### config.mk
export PLATFORM = sky130hd
export DESIGN_NAME = sct_ctrl
export DESIGN_NICKNAME = d
export VERILOG_FILES = /design/src/rtl/core/sct_pkg.sv /design/src/rtl/core/sct_ctrl.sv
export SDC_FILE = /design/constraint.sdc
export NUM_CORES = 1
export LEC_CHECK = 0
export ABC_AREA = 1
export BUFFER_PORTS_ARGS = -buffer_cell sky130_fd_sc_hd__buf_2
export CAP_MARGIN = 5
export CORE_MARGIN = 2
export CORE_UTILIZATION = 35
export CTS_CLUSTER_DIAMETER = 60
export CTS_CLUSTER_SIZE = 10
export DETAILED_ROUTE_END_ITERATION = 10
export SETUP_SLACK_MARGIN = 0.5
export SYNTH_ARGS = -nofsm -noshare
export SYNTH_HDL_FRONTEND = slang
export SYNTH_SLANG_ARGS = --single-unit
export TNS_END_PERCENT = 10
### constraint.sdc
create_clock -name clock -period 1.9 [get_ports clock]
set_input_delay 0.38 -clock clock [delete_from_list [all_inputs] [get_ports clock]]
set_output_delay 0.38 -clock clock [all_outputs]
set_load 0.02 [all_outputs]
### src/rtl/core/sct_pkg.sv
// Package for the saturated consensus trajectory block.
// Holds the request and response payload types, the controller command and
// status structs, register indexes and fixed widths. No dependencies.
package sct_pkg;

   // Fixed field widths.
   localparam int AGENT_W   = 3;
   localparam int AXIS_W    = 2;
   localparam int STEP_W    = 6;
   localparam int COORD_W   = 32;
   localparam int CNT_W     = 4;
   localparam int ACC_W     = 36;
   localparam int DIV_BITS  = 51;
   localparam int DIV_CNT_W = 6;

   // Configuration port.
   localparam int CSR_IDX_W  = 3;
   localparam int CSR_DATA_W = 64;

   localparam logic [CSR_IDX_W-1:0] CSR_ADJACENCY     = 3'd0;
   localparam logic [CSR_IDX_W-1:0] CSR_AGENT_COUNT   = 3'd1;
   localparam logic [CSR_IDX_W-1:0] CSR_TRACKED_AGENT = 3'd2;
   localparam logic [CSR_IDX_W-1:0] CSR_STEP_COUNT    = 3'd3;
   localparam logic [CSR_IDX_W-1:0] CSR_STEP_TIME     = 3'd4;
   localparam logic [CSR_IDX_W-1:0] CSR_SPEED_LIMIT   = 3'd5;

   // Register reset values.
   localparam logic [63:0] RST_ADJACENCY     = 64'd0;
   localparam logic [3:0]  RST_AGENT_COUNT   = 4'd2;
   localparam logic [2:0]  RST_TRACKED_AGENT = 3'd0;
   localparam logic [5:0]  RST_STEP_COUNT    = 6'd1;
   localparam logic [15:0] RST_STEP_TIME     = 16'd655;
   localparam logic [30:0] RST_SPEED_LIMIT   = 31'd65536;

   // One load request.
   typedef struct packed {
      logic [AGENT_W-1:0]        agent;
      logic [AXIS_W-1:0]         axis;
      logic signed [COORD_W-1:0] position;
      logic                      load_done;
   } req_type;

   // One trajectory sample.
   typedef struct packed {
      logic [STEP_W-1:0]         step_index;
      logic signed [COORD_W-1:0] coord_x;
      logic signed [COORD_W-1:0] coord_y;
      logic signed [COORD_W-1:0] coord_z;
      logic                      run_last;
   } rsp_type;

   // Commands from the controller to the datapath.
   typedef struct packed {
      logic               load;
      logic               lap_en;
      logic               lap_clr;
      logic               max_clr;
      logic               max_upd;
      logic               div_start;
      logic               div_step;
      logic               gain_ld;
      logic               mul1;
      logic               vel_wr;
      logic               pos_rd;
      logic               pos_wr;
      logic               em_rd;
      logic               em_fire;
      logic [AGENT_W-1:0] i;
      logic [AGENT_W-1:0] j;
      logic [AXIS_W-1:0]  d;
      logic [STEP_W-1:0]  step_idx;
      logic               last;
   } ctl_cmd_type;

   // Status from the datapath to the controller.
   typedef struct packed {
      logic rsp_busy;
   } ctl_stat_type;

endpackage

### src/rtl/core/sct_ctrl.sv
// Controller state machine of the saturated consensus trajectory block.
// Sequences loads, the gain pass, the divider and each step's passes.
// Depends on sct_pkg.
module sct_ctrl #(
   parameter int MAX_AGENTS = 8,
   parameter int AXES       = 3,
   parameter int MAX_STEPS  = 63
) (
   input  logic                 clock,
   input  logic                 reset,
   input  logic                 req_valid,
   input  logic                 req_load_done,
   input  logic [3:0]           agent_count,
   input  logic [5:0]           step_count,
   input  sct_pkg::ctl_stat_type stat,
   output logic                 req_stall,
   output sct_pkg::ctl_cmd_type cmd
);
   import sct_pkg::*;

   localparam logic [3:0] S_IDLE  = 4'd0;
   localparam logic [3:0] S_START = 4'd1;
   localparam logic [3:0] S_LAP   = 4'd2;
   localparam logic [3:0] S_LAPW  = 4'd3;
   localparam logic [3:0] S_MAXU  = 4'd4;
   localparam logic [3:0] S_DIVI  = 4'd5;
   localparam logic [3:0] S_DIV   = 4'd6;
   localparam logic [3:0] S_GAIN  = 4'd7;
   localparam logic [3:0] S_EMR   = 4'd8;
   localparam logic [3:0] S_EMF   = 4'd9;
   localparam logic [3:0] S_MUL1  = 4'd10;
   localparam logic [3:0] S_MUL2  = 4'd11;
   localparam logic [3:0] S_POSR  = 4'd12;
   localparam logic [3:0] S_POSW  = 4'd13;

   localparam logic [AXIS_W-1:0] LAST_D  = AXIS_W'(AXES - 1);
   localparam logic [AXIS_W-1:0] LAST_EM = AXIS_W'(2);

   logic [3:0]           state_ff, state_in;
   logic [AGENT_W-1:0]   i_ff, i_in, j_ff, j_in;
   logic [AXIS_W-1:0]    d_ff, d_in;
   logic                 pass_ff, pass_in;
   logic [STEP_W-1:0]    step_ff, step_in;
   logic [DIV_CNT_W-1:0] cnt_ff, cnt_in;

   logic [CNT_W-1:0]  active_cnt;
   logic [STEP_W-1:0] n_steps;
   logic              row_last;

   // Clamp the agent and step counts into their legal ranges.
   always_comb begin
      if (agent_count < CNT_W'(2)) begin
         active_cnt = CNT_W'(2);
      end else if (agent_count > CNT_W'(MAX_AGENTS)) begin
         active_cnt = CNT_W'(MAX_AGENTS);
      end else begin
         active_cnt = agent_count;
      end
      n_steps  = (step_count > STEP_W'(MAX_STEPS)) ? STEP_W'(MAX_STEPS) : step_count;
      row_last = ({1'b0, i_ff} == active_cnt - CNT_W'(1)) && (d_ff == LAST_D);
   end

   // Next state and command decode.
   always_comb begin
      state_in = state_ff;
      i_in     = i_ff;
      j_in     = j_ff;
      d_in     = d_ff;
      pass_in  = pass_ff;
      step_in  = step_ff;
      cnt_in   = cnt_ff;
      cmd      = '0;
      cmd.i    = i_ff;
      cmd.j    = j_ff;
      cmd.d    = d_ff;
      cmd.step_idx = step_ff;
      cmd.last     = (step_ff == n_steps);
      req_stall    = (state_ff != S_IDLE);

      case (state_ff)
         S_IDLE: begin
            cmd.load = req_valid;
            if (req_valid && req_load_done) begin
               state_in = S_START;
            end
         end
         S_START: begin
            cmd.max_clr = 1'b1;
            i_in     = '0;
            j_in     = '0;
            d_in     = '0;
            pass_in  = 1'b0;
            state_in = S_LAP;
         end
         S_LAP: begin
            cmd.lap_en  = 1'b1;
            cmd.lap_clr = (j_ff == '0);
            if ({1'b0, j_ff} == active_cnt - CNT_W'(1)) begin
               j_in     = '0;
               state_in = S_LAPW;
            end else begin
               j_in = j_ff + AGENT_W'(1);
            end
         end
         S_LAPW: begin
            state_in = pass_ff ? S_MUL1 : S_MAXU;
         end
         S_MAXU: begin
            cmd.max_upd = 1'b1;
            if (row_last) begin
               state_in = S_DIVI;
            end else begin
               state_in = S_LAP;
            end
         end
         S_DIVI: begin
            cmd.div_start = 1'b1;
            cnt_in   = '0;
            state_in = S_DIV;
         end
         S_DIV: begin
            cmd.div_step = 1'b1;
            cnt_in = cnt_ff + DIV_CNT_W'(1);
            if (cnt_ff == DIV_CNT_W'(DIV_BITS - 1)) begin
               state_in = S_GAIN;
            end
         end
         S_GAIN: begin
            cmd.gain_ld = 1'b1;
            step_in  = '0;
            d_in     = '0;
            state_in = S_EMR;
         end
         S_EMR: begin
            // Hold off the first read while the output register is full.
            if (!(d_ff == '0 && stat.rsp_busy)) begin
               cmd.em_rd = 1'b1;
               if (d_ff == LAST_EM) begin
                  d_in     = '0;
                  state_in = S_EMF;
               end else begin
                  d_in = d_ff + AXIS_W'(1);
               end
            end
         end
         S_EMF: begin
            cmd.em_fire = 1'b1;
            if (step_ff == n_steps) begin
               state_in = S_IDLE;
            end else begin
               step_in  = step_ff + STEP_W'(1);
               pass_in  = 1'b1;
               i_in     = '0;
               j_in     = '0;
               d_in     = '0;
               state_in = S_LAP;
            end
         end
         S_MUL1: begin
            cmd.mul1 = 1'b1;
            state_in = S_MUL2;
         end
         S_MUL2: begin
            cmd.vel_wr = 1'b1;
            if (row_last) begin
               state_in = S_POSR;
            end else begin
               state_in = S_LAP;
            end
         end
         S_POSR: begin
            cmd.pos_rd = 1'b1;
            state_in   = S_POSW;
         end
         S_POSW: begin
            cmd.pos_wr = 1'b1;
            if (row_last) begin
               state_in = S_EMR;
            end else begin
               state_in = S_POSR;
            end
         end
         default: begin
            state_in = S_IDLE;
         end
      endcase

      // Row advance shared by the gain, velocity and position passes.
      if (cmd.max_upd || cmd.vel_wr || cmd.pos_wr) begin
         if (row_last) begin
            i_in = '0;
            d_in = '0;
         end else if (d_ff == LAST_D) begin
            d_in = '0;
            i_in = i_ff + AGENT_W'(1);
         end else begin
            d_in = d_ff + AXIS_W'(1);
         end
      end
   end

   // State registers.
   always_ff @(posedge clock) begin
      if (reset) begin
         state_ff <= S_IDLE;
         i_ff     <= '0;
         j_ff     <= '0;
         d_ff     <= '0;
         pass_ff  <= 1'b0;
         step_ff  <= '0;
         cnt_ff   <= '0;
      end else begin
         state_ff <= state_in;
         i_ff     <= i_in;
         j_ff     <= j_in;
         d_ff     <= d_in;
         pass_ff  <= pass_in;
         step_ff  <= step_in;
         cnt_ff   <= cnt_in;
      end
   end

endmodule

==> qor.txt, run 1 <==
Status - finished clean
Clock Tree Buf Depth - 2
Crit share post-route - 0.8949
Die Wd - 77.13 um
Clock slew at reported path FFs - 0.10 ns
Most common cell after layout, fill and taps aside - nand2_1
Leakage - 1.233 nW
Router iterations before antenna repair - 4
Tmin final - 1.700 ns
Area of the multi-input gates - 1306 um^2
Critical path arrival - 1.32 ns
MaxCap Viol Count - 0
Synthesis-stage register bit count - 25
Number of core rows - 26
First-pass GRT wire length - 8666 um
Die area - 5949 um^2
Ant. Diodes - 0
HP Class - input pin to register
Via density - 4.915
Remaining antenna violation count after routing - 0
Critical path peak fanout - 4
Synth-to-Final Area Change - 35.23%
Share of layout cells above drive strength 1 - 0.3588
Final nets - 377
Sequential share of the synthesized area - 0.2674
Sink Count - 25
Critical path startpoint - state_ff[1]
H-tree depth - 1
Syn_area_per_cell - 6.324 um^2
Post-route DRC - 0
R2r startpoint - state_ff[1]
Final Wtd Congestion - 0.9381
DR WL/cell - 12.38 um
Mapped cell area - 1872 um^2
Unrepaired setup endpoints after global routing - true
Most frequent cells in the layout - 68 x nand2_1, 38 x inv_1, 34 x buf_2, 29 x nand3_1
HPWL after DPL - 3729 um
Worst skew pair latency - 0.28 ns
Hold buffers post-CTS - 0
Number of global-route vias before repair - 1937
Overall die height - 77.13 um
Skew final - 0.008799 ns
Max VDD drop - 0.3716 mV
Detailed Route Iter0 Violations - 87
Routed WL - 5247 um
Worst setup SP type - register
CTS Buf Count - 3
Hold Vio Cnt, Final - 0
Syn_nets - 318
Fmax - 588.1 MHz
Root Buffer - clkbuf_8
YS warnings - 0
Total I/O pin count - 45
Starting Density - 0.3642
Largest net degree at the start of global routing - 14
Worst hold slack - 0.4072 ns
Max Slew Vio Count - 0
CP Capture Type - output port
Gr usage total - 0.1774
Hold_sp - reset
Initial antenna violation count - 0
GRT overflow - 0
Reg2Reg Setup Slack - 0.30 ns
Critical Path RT - 1.52 ns
Post-synth cell types - 32
Filler Cell Count - 557
Register area - 530.5 um^2
Number of port buffers - 44
Worst Path Class, Setup - register to output port
Post-Syn Instances - 296
CTS tree - done
Via count - 2084
Power Dens Cells - 795.2 nW/um^2
Setup violations, final - 0
Worst slew pin tran - 0.4217 ns
Max-slew headroom - 0.7178
Core area - 5140 um^2
Fin Setup TNS - 0 ns
==> layout make-up <==
type | instances | share of cell area
clock buffer | 4 | 0.01780
inverter | 50 | 0.07909
multi-input combinational | 218 | 0.5161
sequential | 25 | 0.2096
tap | 70 | 0.03460
timing repair buffer | 57 | 0.1429
==> synthesized netlist by cell type <==
| master | n | area (um^2) |
|---|---|---|
| nand2_1 | 76 | 285.3 |
| or2_2 | 2 | 12.51 |
| buf_4 | 1 | 7.510 |
| nor2_8 | 2 | 40.04 |
| a211oi_1 | 1 | 7.510 |
| inv_1 | 44 | 165.2 |
| nor2_4 | 2 | 22.52 |
| a21oi_1 | 20 | 100.1 |
| nand4_1 | 5 | 31.28 |
| nand3b_1 | 3 | 22.52 |
| o21bai_1 | 1 | 7.510 |
| inv_2 | 5 | 18.77 |
| nor3_1 | 3 | 15.01 |
| o221a_2 | 1 | 11.26 |
| a31oi_1 | 2 | 12.51 |
| clkbuf_1 | 2 | 7.510 |
| xor2_1 | 5 | 43.79 |
| nand2_4 | 3 | 33.78 |
| inv_4 | 1 | 6.260 |
| o311a_1 | 1 | 10.01 |
| nor2_1 | 27 | 101.4 |
| buf_6 | 1 | 11.26 |
| nand3_2 | 1 | 10.01 |
| dfxtp_1 | 25 | 500.5 |
| nor2_2 | 7 | 43.79 |
| or2_0 | 1 | 6.260 |
| nand3_1 | 31 | 155.2 |
| nand2_2 | 5 | 31.28 |
| o21ai_0 | 7 | 35.03 |
| o211ai_1 | 3 | 22.52 |
| ha_1 | 7 | 87.58 |
| o22ai_1 | 1 | 6.260 |
==> state kept, by name (all words and copies together), names as in the netlist <==
name      flops
i_ff          3
step_ff       6
j_ff          3
cnt_ff        6
pass_ff       1
d_ff          2
state_ff      4
==> path summary, 6_finish.rpt <==
kind | endpoint | depth (start not counted)
hold / removal | step_ff[1] | 2
setup / recovery | cmd[17] | 5
setup reg to reg | d_ff[0] | 13
hold reg to reg | cnt_ff[5] | 1
==> kinds of logic (layout without fill, tap and decap cells) <==
group,count (synthesis),in the layout,share of synthesized area
buf+inv,54,111,0.1156
compound gates,37,37,0.1136
simple gates,168,169,0.4332
flops,25,25,0.2674
xor+xnor,5,5,0.02339
fa+ha+maj,7,7,0.04679
==> report_power, final <==
group | switching, mW | total (mW) | leakage [nW] | internal (mW)
Combinational | 0.660 | 1.02 | 1.00 | 0.365
Clock | 0.184 | 0.335 | 0.0228 | 0.151
Sequential | 0.0768 | 0.653 | 0.209 | 0.576
==> through the flow <==
stage,power (mW),cell area [um^2],setup slack (ns),util,instances
CTS,1.953,2421,0.2245,0.4710,419
floorplan,1.261,1923,0.3505,-,296
global placement,1.496,2220,0.1343,0.4318,408
global route,2.161,2531,0.1627,0.4925,424
finish,2.013,2531,0.1997,0.4925,424
detailed placement,1.494,2220,0.07306,0.4318,408
==> critical path, stage by stage (launching register included) <==
cell and delay, ns:
dfxtp_4 0.37, buf_6 0.13, nor2_4 0.21, inv_4 0.09, nor2_8 0.11, buf_6 0.12
==> timing repair <==
action / CTS / global route
pin swaps: 9 / 6
buffers inserted: 7 / 4
resized for setup: 41 / 20
endpoints found under the setup margin: 35 / 37
cloned: 0 / 1
==> routing by layer <==
| layer | GRT usage | routed length (um) | up-vias |
|---|---|---|---|
| li1 | - | - | 1065 |
| met1 | 0.2212 | 2388 | 957 |
| met3 | 0.02118 | 204 | 12 |
| met2 | 0.3122 | 2525 | 50 |
| met4 | 0.06429 | 128 | 0 |
| met5 | 0 | 0 | - |
No activity file was read; power rests on OpenSTA's default activity.
==> inputs of run 2 (changes only) <==
--- a/config.mk
+++ b/config.mk
@@ -8,11 +8,14 @@
 export ABC_AREA = 1
 export BUFFER_PORTS_ARGS = -buffer_cell sky130_fd_sc_hd__buf_2
 export CAP_MARGIN = 5
-export CORE_MARGIN = 2
+export CELL_PAD_IN_SITES_DETAIL_PLACEMENT = 0
+export CELL_PAD_IN_SITES_GLOBAL_PLACEMENT = 1
+export CORE_MARGIN = 1
 export CORE_UTILIZATION = 35
 export CTS_CLUSTER_DIAMETER = 60
 export CTS_CLUSTER_SIZE = 10
 export DETAILED_ROUTE_END_ITERATION = 10
+export PLACE_DENSITY_LB_ADDON = 0.1
 export SETUP_SLACK_MARGIN = 0.5
 export SYNTH_ARGS = -nofsm -noshare
 export SYNTH_HDL_FRONTEND = slang
==> qor.txt, run 2 (synthesis gave the netlist of run 1 again) <==
GRT overflow - 0 (unchanged)
Clock power frac - 0.167 (about the same)
CP Capture Type - output port
Final Cell Area - 2516 um^2 (-0.59%)
Initial antenna violation count - 0 (unchanged)
Switching Power - 918.5 uW (-0.26%)
Worst slew pin tran - 0.3760 ns (-0.04574 ns)
Total I/O pin count - 45 (unchanged)
RR Endpoint - step_ff[3]
Max Slew Vio Count - 0 (unchanged)
Number of port buffers - 44 (unchanged)
Worst setup SP type - register
Pre-CTS setup slack - 0.08144 ns (+0.008384 ns)
Final Power - 2.023 mW (+0.50%)
Ant. Diodes - 0 (unchanged)
Reg2Reg Setup Slack - 0.31 ns (about the same)
Core area - 5140 um^2 (unchanged)
Status - finished clean
Overall die height - 75.13 um (-2.6%)
Gr usage total - 0.1933 (+0.01587)
Via count - 1985 (-4.8%)
Worst Path Class, Setup - register to output port
Remaining antenna violation count after routing - 0 (unchanged)
CTS tree - done
Final nets - 381 (+1.1%)
Number of core rows - 26 (unchanged)
Root Buffer - clkbuf_8
DR WL/cell - 11.83 um (-4.4%)
HP Class - input pin to register
Clock Tree Buf Depth - 2 (unchanged)
Most common cell after layout, fill and taps aside - nand2_1
Fin Setup TNS - 0 ns (unchanged)
Sink Count - 25 (unchanged)
Placement-stage cell area - 2235 um^2 (+0.68%)
Synth-to-Final Area Change - 34.42%
Sw frac - 0.4541 (-0.003479)
Most frequent cells in the layout - 70 x nand2_1, 37 x buf_2, 36 x inv_1, 29 x nand3_1
Final Wtd Congestion - 0.8865 (-5.5%)
Critical path arrival - 1.30 ns (-0.02 ns)
Met2 usage - 0.3193 (+0.007145)
Setup ws final - 0.2248 ns (+0.02502 ns)
Skew final - 0.004635 ns (-0.004164 ns)
MaxCap Viol Count - 0 (unchanged)
Hold Vio Cnt, Final - 0 (unchanged)
Detailed Route Iter0 Violations - 94 (+8.0%)
Power Dens Cells - 804.0 nW/um^2 (+1.1%)
Via density - 4.638 (-5.6%)
Top flop regs - cnt_ff: 6 flops, step_ff: 6 flops, state_ff: 4 flops
H-tree depth - 1 (unchanged)
Unrepaired setup endpoints after global routing - true
Routed WL - 5065 um (-3.5%)
Router iterations before antenna repair - 4 (unchanged)
Flop pwr share - 0.323 (about the same)
HPWL after DPL - 3797 um (+1.8%)
Clock slew at reported path FFs - 0.10 ns (about the same)
Critical Path RT - 1.52 ns (about the same)
Number of global-route vias before repair - 1721 (-11%)
Die Wd - 75.13 um (-2.6%)
Leakage - 1.256 nW (+1.8%)
Routing usage on met1 - 0.2669 (+0.04575)
Int Pwr - 1.104 mW (+1.1%)
Worst skew pair latency - 0.28 ns (about the same)
Logic gate share of total power - 0.510 (about the same)
Hold_sp - reset
Post-route DRC - 0 (unchanged)
Tmin final - 1.675 ns (-0.02502 ns)
Hold path depth - 2 (unchanged)
Sink of the worst hold path - j_ff[2]
Max-slew headroom - 0.7467 (+0.02889)
Share of layout cells above drive strength 1 - 0.3603 (+0.001578)
Critical path peak fanout - 5 (+1)
GR Layer Usage met3 - 0.03213 (+0.01095)
R2r startpoint - state_ff[0]
Fmax - 596.9 MHz (+1.5%)
Setup violations, final - 0 (unchanged)
First-pass GRT wire length - 8259 um (-4.7%)
Crit share post-route - 0.8817 (-0.01317)
Fin cells - 428 (+0.94%)
Die area - 5645 um^2 (-5.1%)
Largest net degree at the start of global routing - 14 (unchanged)
GR peak layer - met2
Hold buffers post-CTS - 0 (unchanged)
Max VDD drop - 0.5625 mV (+51%)
Cells after DPL - 410 (+0.49%)
Starting Density - 0.3642 (unchanged)
CTS Buf Count - 3 (unchanged)
Reg2reg path depth - 11 (-2)
## run 2: changes by cell type in the layout (fill, tap and decap cells not counted), moves of 2 or more
cell / before / now
buf_2: 34 / 37
inv_2: 9 / 12
buf_4: 18 / 20
inv_1: 38 / 36
nand2_1: 68 / 70
nand2_8: 2 / 0
## run 2: power by group through the flow
stage / Sequential [mW] / Combinational (mW) / Clock (mW)
floorplan: 0.665 / 0.596 / 0
global placement: 0.656 / 0.835 / 0
detailed placement: 0.655 / 0.831 / 0
CTS: 0.651 / 0.977 / 0.348
global route: 0.663 / 1.16 / 0.370
finish: 0.654 / 1.03 / 0.337
## run 2: repair_timing
action,in CTS,in global routing
endpoints found under the setup margin,39,38
endpoints found under the hold margin,0,0
resized for setup,45,8
pin swaps,11,4
setup buffers,12,2
## run 2: final cells by class
class / instances / area (um^2)
Fill cell: 565 / 2624
Multi-Input combinational cell: 217 / 1261
Sequential cell: 25 / 533.0
Timing Repair Buffer: 62 / 391.6
Inverter: 50 / 197.7
Tap cell: 70 / 87.58
Clock buffer: 4 / 45.04
## run 2: worst max-delay path: stages, from the launching register on
cell     delay, ns
dfxtp_4       0.39
inv_2         0.05
nor2_4        0.19
inv_4         0.09
nor2_8        0.11
buf_2         0.18
## run 2: stage by stage
stage,util,hold WS [ns]
2_1_floorplan,-,0.4370
3_3_place_gp,0.4348,0.4637
3_5_place_dp,0.4348,0.4694
4_1_cts,0.4825,0.4070
5_1_grt,0.4895,0.4190
6_report,0.4895,0.4166
## run 2: worst max-delay path by stage
stage	startpoint	endpoint	slack, ns
global placement	agent_count[0]	i_ff[1]	0.11
floorplan	agent_count[0]	i_ff[1]	0.35
finish	state_ff[0]	cmd[17]	0.22
detailed placement	agent_count[0]	i_ff[1]	0.08
CTS	state_ff[1]	cmd[28]	0.21
global route	state_ff[0]	cmd[26]	0.16
## run 2: layer usage
| metal | wire length (um) | vias up | part of all wire |
|---|---|---|---|
| li1 | - | 1070 | - |
| met1 | 2527 | 867 | 0.50 |
| met2 | 2279 | 44 | 0.45 |
| met3 | 222 | 4 | 0.044 |
| met4 | 35 | 0 | 0.0069 |
| met5 | 0 | - | 0 |
==> inputs of run 3 (changes only) <==
--- a/config.mk
+++ b/config.mk
@@ -6,15 +6,15 @@
 export NUM_CORES = 1
 export LEC_CHECK = 0
 export ABC_AREA = 1
-export BUFFER_PORTS_ARGS = -buffer_cell sky130_fd_sc_hd__buf_2
 export CAP_MARGIN = 5
 export CELL_PAD_IN_SITES_DETAIL_PLACEMENT = 0
 export CELL_PAD_IN_SITES_GLOBAL_PLACEMENT = 1
 export CORE_MARGIN = 1
 export CORE_UTILIZATION = 35
 export CTS_CLUSTER_DIAMETER = 60
-export CTS_CLUSTER_SIZE = 10
+export CTS_CLUSTER_SIZE = 16
 export DETAILED_ROUTE_END_ITERATION = 10
+export DONT_BUFFER_PORTS = 1
 export PLACE_DENSITY_LB_ADDON = 0.1
 export SETUP_SLACK_MARGIN = 0.5
 export SYNTH_ARGS = -nofsm -noshare
==> qor.txt, run 3 (synthesis gave the netlist of run 1 again) <==
Clock power frac - 0.176 (+0.009)
Ant. Diodes - 0 (unchanged)
Fin Setup TNS - 0 ns (unchanged)
Reg2reg path depth - 12 (+1)
Fmax - 604.0 MHz (+1.2%)
Router iterations before antenna repair - 4 (unchanged)
Critical Path RT - 1.52 ns (about the same)
HPWL after DPL - 3801 um (+0.10%)
Post-route DRC - 0 (unchanged)
Status - finished clean
Fin cells - 386 (-9.8%)
RR Endpoint - d_ff[0]
Synth-to-Final Area Change - 22.59%
CP endpoint - cmd[28]
Pre-CTS setup slack - 0.2305 ns (+0.1490 ns)
Reg2Reg Setup Slack - 0.38 ns (+0.07 ns)
H-tree depth - 1 (unchanged)
GRT overflow - 0 (unchanged)
Final Wtd Congestion - 0.7864 (-11%)
Total I/O pin count - 45 (unchanged)
Tmin final - 1.656 ns (-0.01973 ns)
Via density - 4.889 (+5.4%)
Max VDD drop - 0.4968 mV (-12%)
Cells after DPL - 376 (-8.3%)
Crit share post-route - 0.8713 (-0.01039)
Detailed Route Iter0 Violations - 49 (-48%)
Core area - 5140 um^2 (unchanged)
Unrepaired setup endpoints after global routing - true
Max Slew Vio Count - 0 (unchanged)
Hold buffers post-CTS - 0 (unchanged)
Die area - 5645 um^2 (unchanged)
Sw frac - 0.4721 (+0.01800)
Placement-stage cell area - 2090 um^2 (-6.5%)
Switching Power - 932.4 uW (+1.5%)
Power Dens Cells - 860.8 nW/um^2 (+7.1%)
Worst hold slack - 0.1479 ns (-0.2687 ns)
Initial antenna violation count - 0 (unchanged)
First-pass GRT wire length - 7748 um (-6.2%)
Flop pwr share - 0.337 (+0.014)
MaxCap Viol Count - 0 (unchanged)
Number of port buffers - 0 (-100%)
CP Capture Type - output port
Die Wd - 75.13 um (unchanged)
Remaining antenna violation count after routing - 0 (unchanged)
Starting Density - 0.3642 (unchanged)
Clock slew at reported path FFs - 0.10 ns (about the same)
Leakage - 1.023 nW (-19%)
Core Util, Final - 0.4464 (-0.04309)
Via count - 1887 (-4.9%)
Final nets - 339 (-11%)
Most common cell after layout, fill and taps aside - nand2_1
Sink Count - 25 (unchanged)
Gr usage total - 0.1816 (-0.01171)
Worst skew pair latency - 0.28 ns (about the same)
Critical path peak fanout - 6 (+1)
Max-slew headroom - 0.7106 (-0.03610)
HP Class - input pin to register
Largest net degree at the start of global routing - 19 (+5)
R2r startpoint - state_ff[3]
Skew final - 0.007921 ns (+0.003285 ns)
Worst slew pin tran - 0.4295 ns (+0.05359 ns)
Final Power - 1.975 mW (-2.4%)
Top flop regs - cnt_ff: 6 flops, step_ff: 6 flops, state_ff: 4 flops
Clock Tree Buf Depth - 2 (unchanged)
Setup ws final - 0.2445 ns (+0.01973 ns)
Worst setup SP type - register
Number of global-route vias before repair - 1642 (-4.6%)
Logic gate share of total power - 0.487 (-0.023)
CTS tree - done
Hold Vio Cnt, Final - 0 (unchanged)
DR WL/cell - 12.84 um (+8.5%)
Number of core rows - 26 (unchanged)
Worst Path Class, Setup - register to output port
Share of layout cells above drive strength 1 - 0.2880 (-0.07236)
Int Pwr - 1.043 mW (-5.6%)
Critical path arrival - 1.28 ns (-0.02 ns)
Root Buffer - clkbuf_8
Final Cell Area - 2295 um^2 (-8.8%)
Most frequent cells in the layout - 72 x nand2_1, 36 x inv_1, 29 x nand3_1, 20 x buf_4, 19 x a21oi_1
Setup violations, final - 0 (unchanged)
Overall die height - 75.13 um (unchanged)
Routed WL - 4956 um (-2.2%)
Critical path startpoint - state_ff[0]
CTS Buf Count - 3 (unchanged)
## run 3: timing repair
item,4_1_cts,5_1_grt
gates cloned,0,0
endpoints found under the setup margin,38,35
setup buffers,2,4
resized for setup,39,5
pin swaps,3,4
## run 3: power by group through the flow
stage / Clock [mW] / Combinational [mW] / Sequential [mW]
global placement: 0 / 0.758 / 0.663
CTS: 0.364 / 0.935 / 0.664
detailed placement: 0 / 0.752 / 0.658
floorplan: 0 / 0.596 / 0.665
global route: 0.374 / 1.06 / 0.677
finish: 0.347 / 0.963 / 0.665
## run 3: worst min path at each step
stage                         start     endpoint  slack, ns  cells after the start
after CTS                     reset  state_ff[0]       0.14                      1
final                         reset      j_ff[1]       0.15                      1
after global routing          reset  state_ff[0]       0.13                      1
after detailed placement      reset      d_ff[0]       0.45                      1
after floorplan           cnt_ff[5]    cnt_ff[5]       0.44                      1
after global placement        reset      d_ff[0]       0.45                      1
## run 3: metal layers
| layer | part of all wire | vias up | track usage |
|---|---|---|---|
| met5 | 0 | - | 0 |
| met4 | 0.0093 | 0 | 0.03704 |
| met3 | 0.056 | 6 | 0.04284 |
| met2 | 0.46 | 47 | 0.3173 |
| met1 | 0.47 | 848 | 0.2285 |
| li1 | - | 986 | - |
## run 3: critical path, stage by stage, from the launching register on
cell     delay, ns
dfxtp_4       0.39
nor2_4        0.19
inv_4         0.08
nor2_4        0.12
inv_4         0.07
nor2_4        0.14
## run 3: cell type report
cell class                      instances  area [um^2]
Fill cell                             583         2845
Clock inverter                          1        7.507
Tap cell                               70        87.58
Timing Repair Buffer                   20        150.1
Inverter                               50        205.2
Multi-Input combinational cell        217         1282
Clock buffer                            3        41.29
Sequential cell                        25        520.5
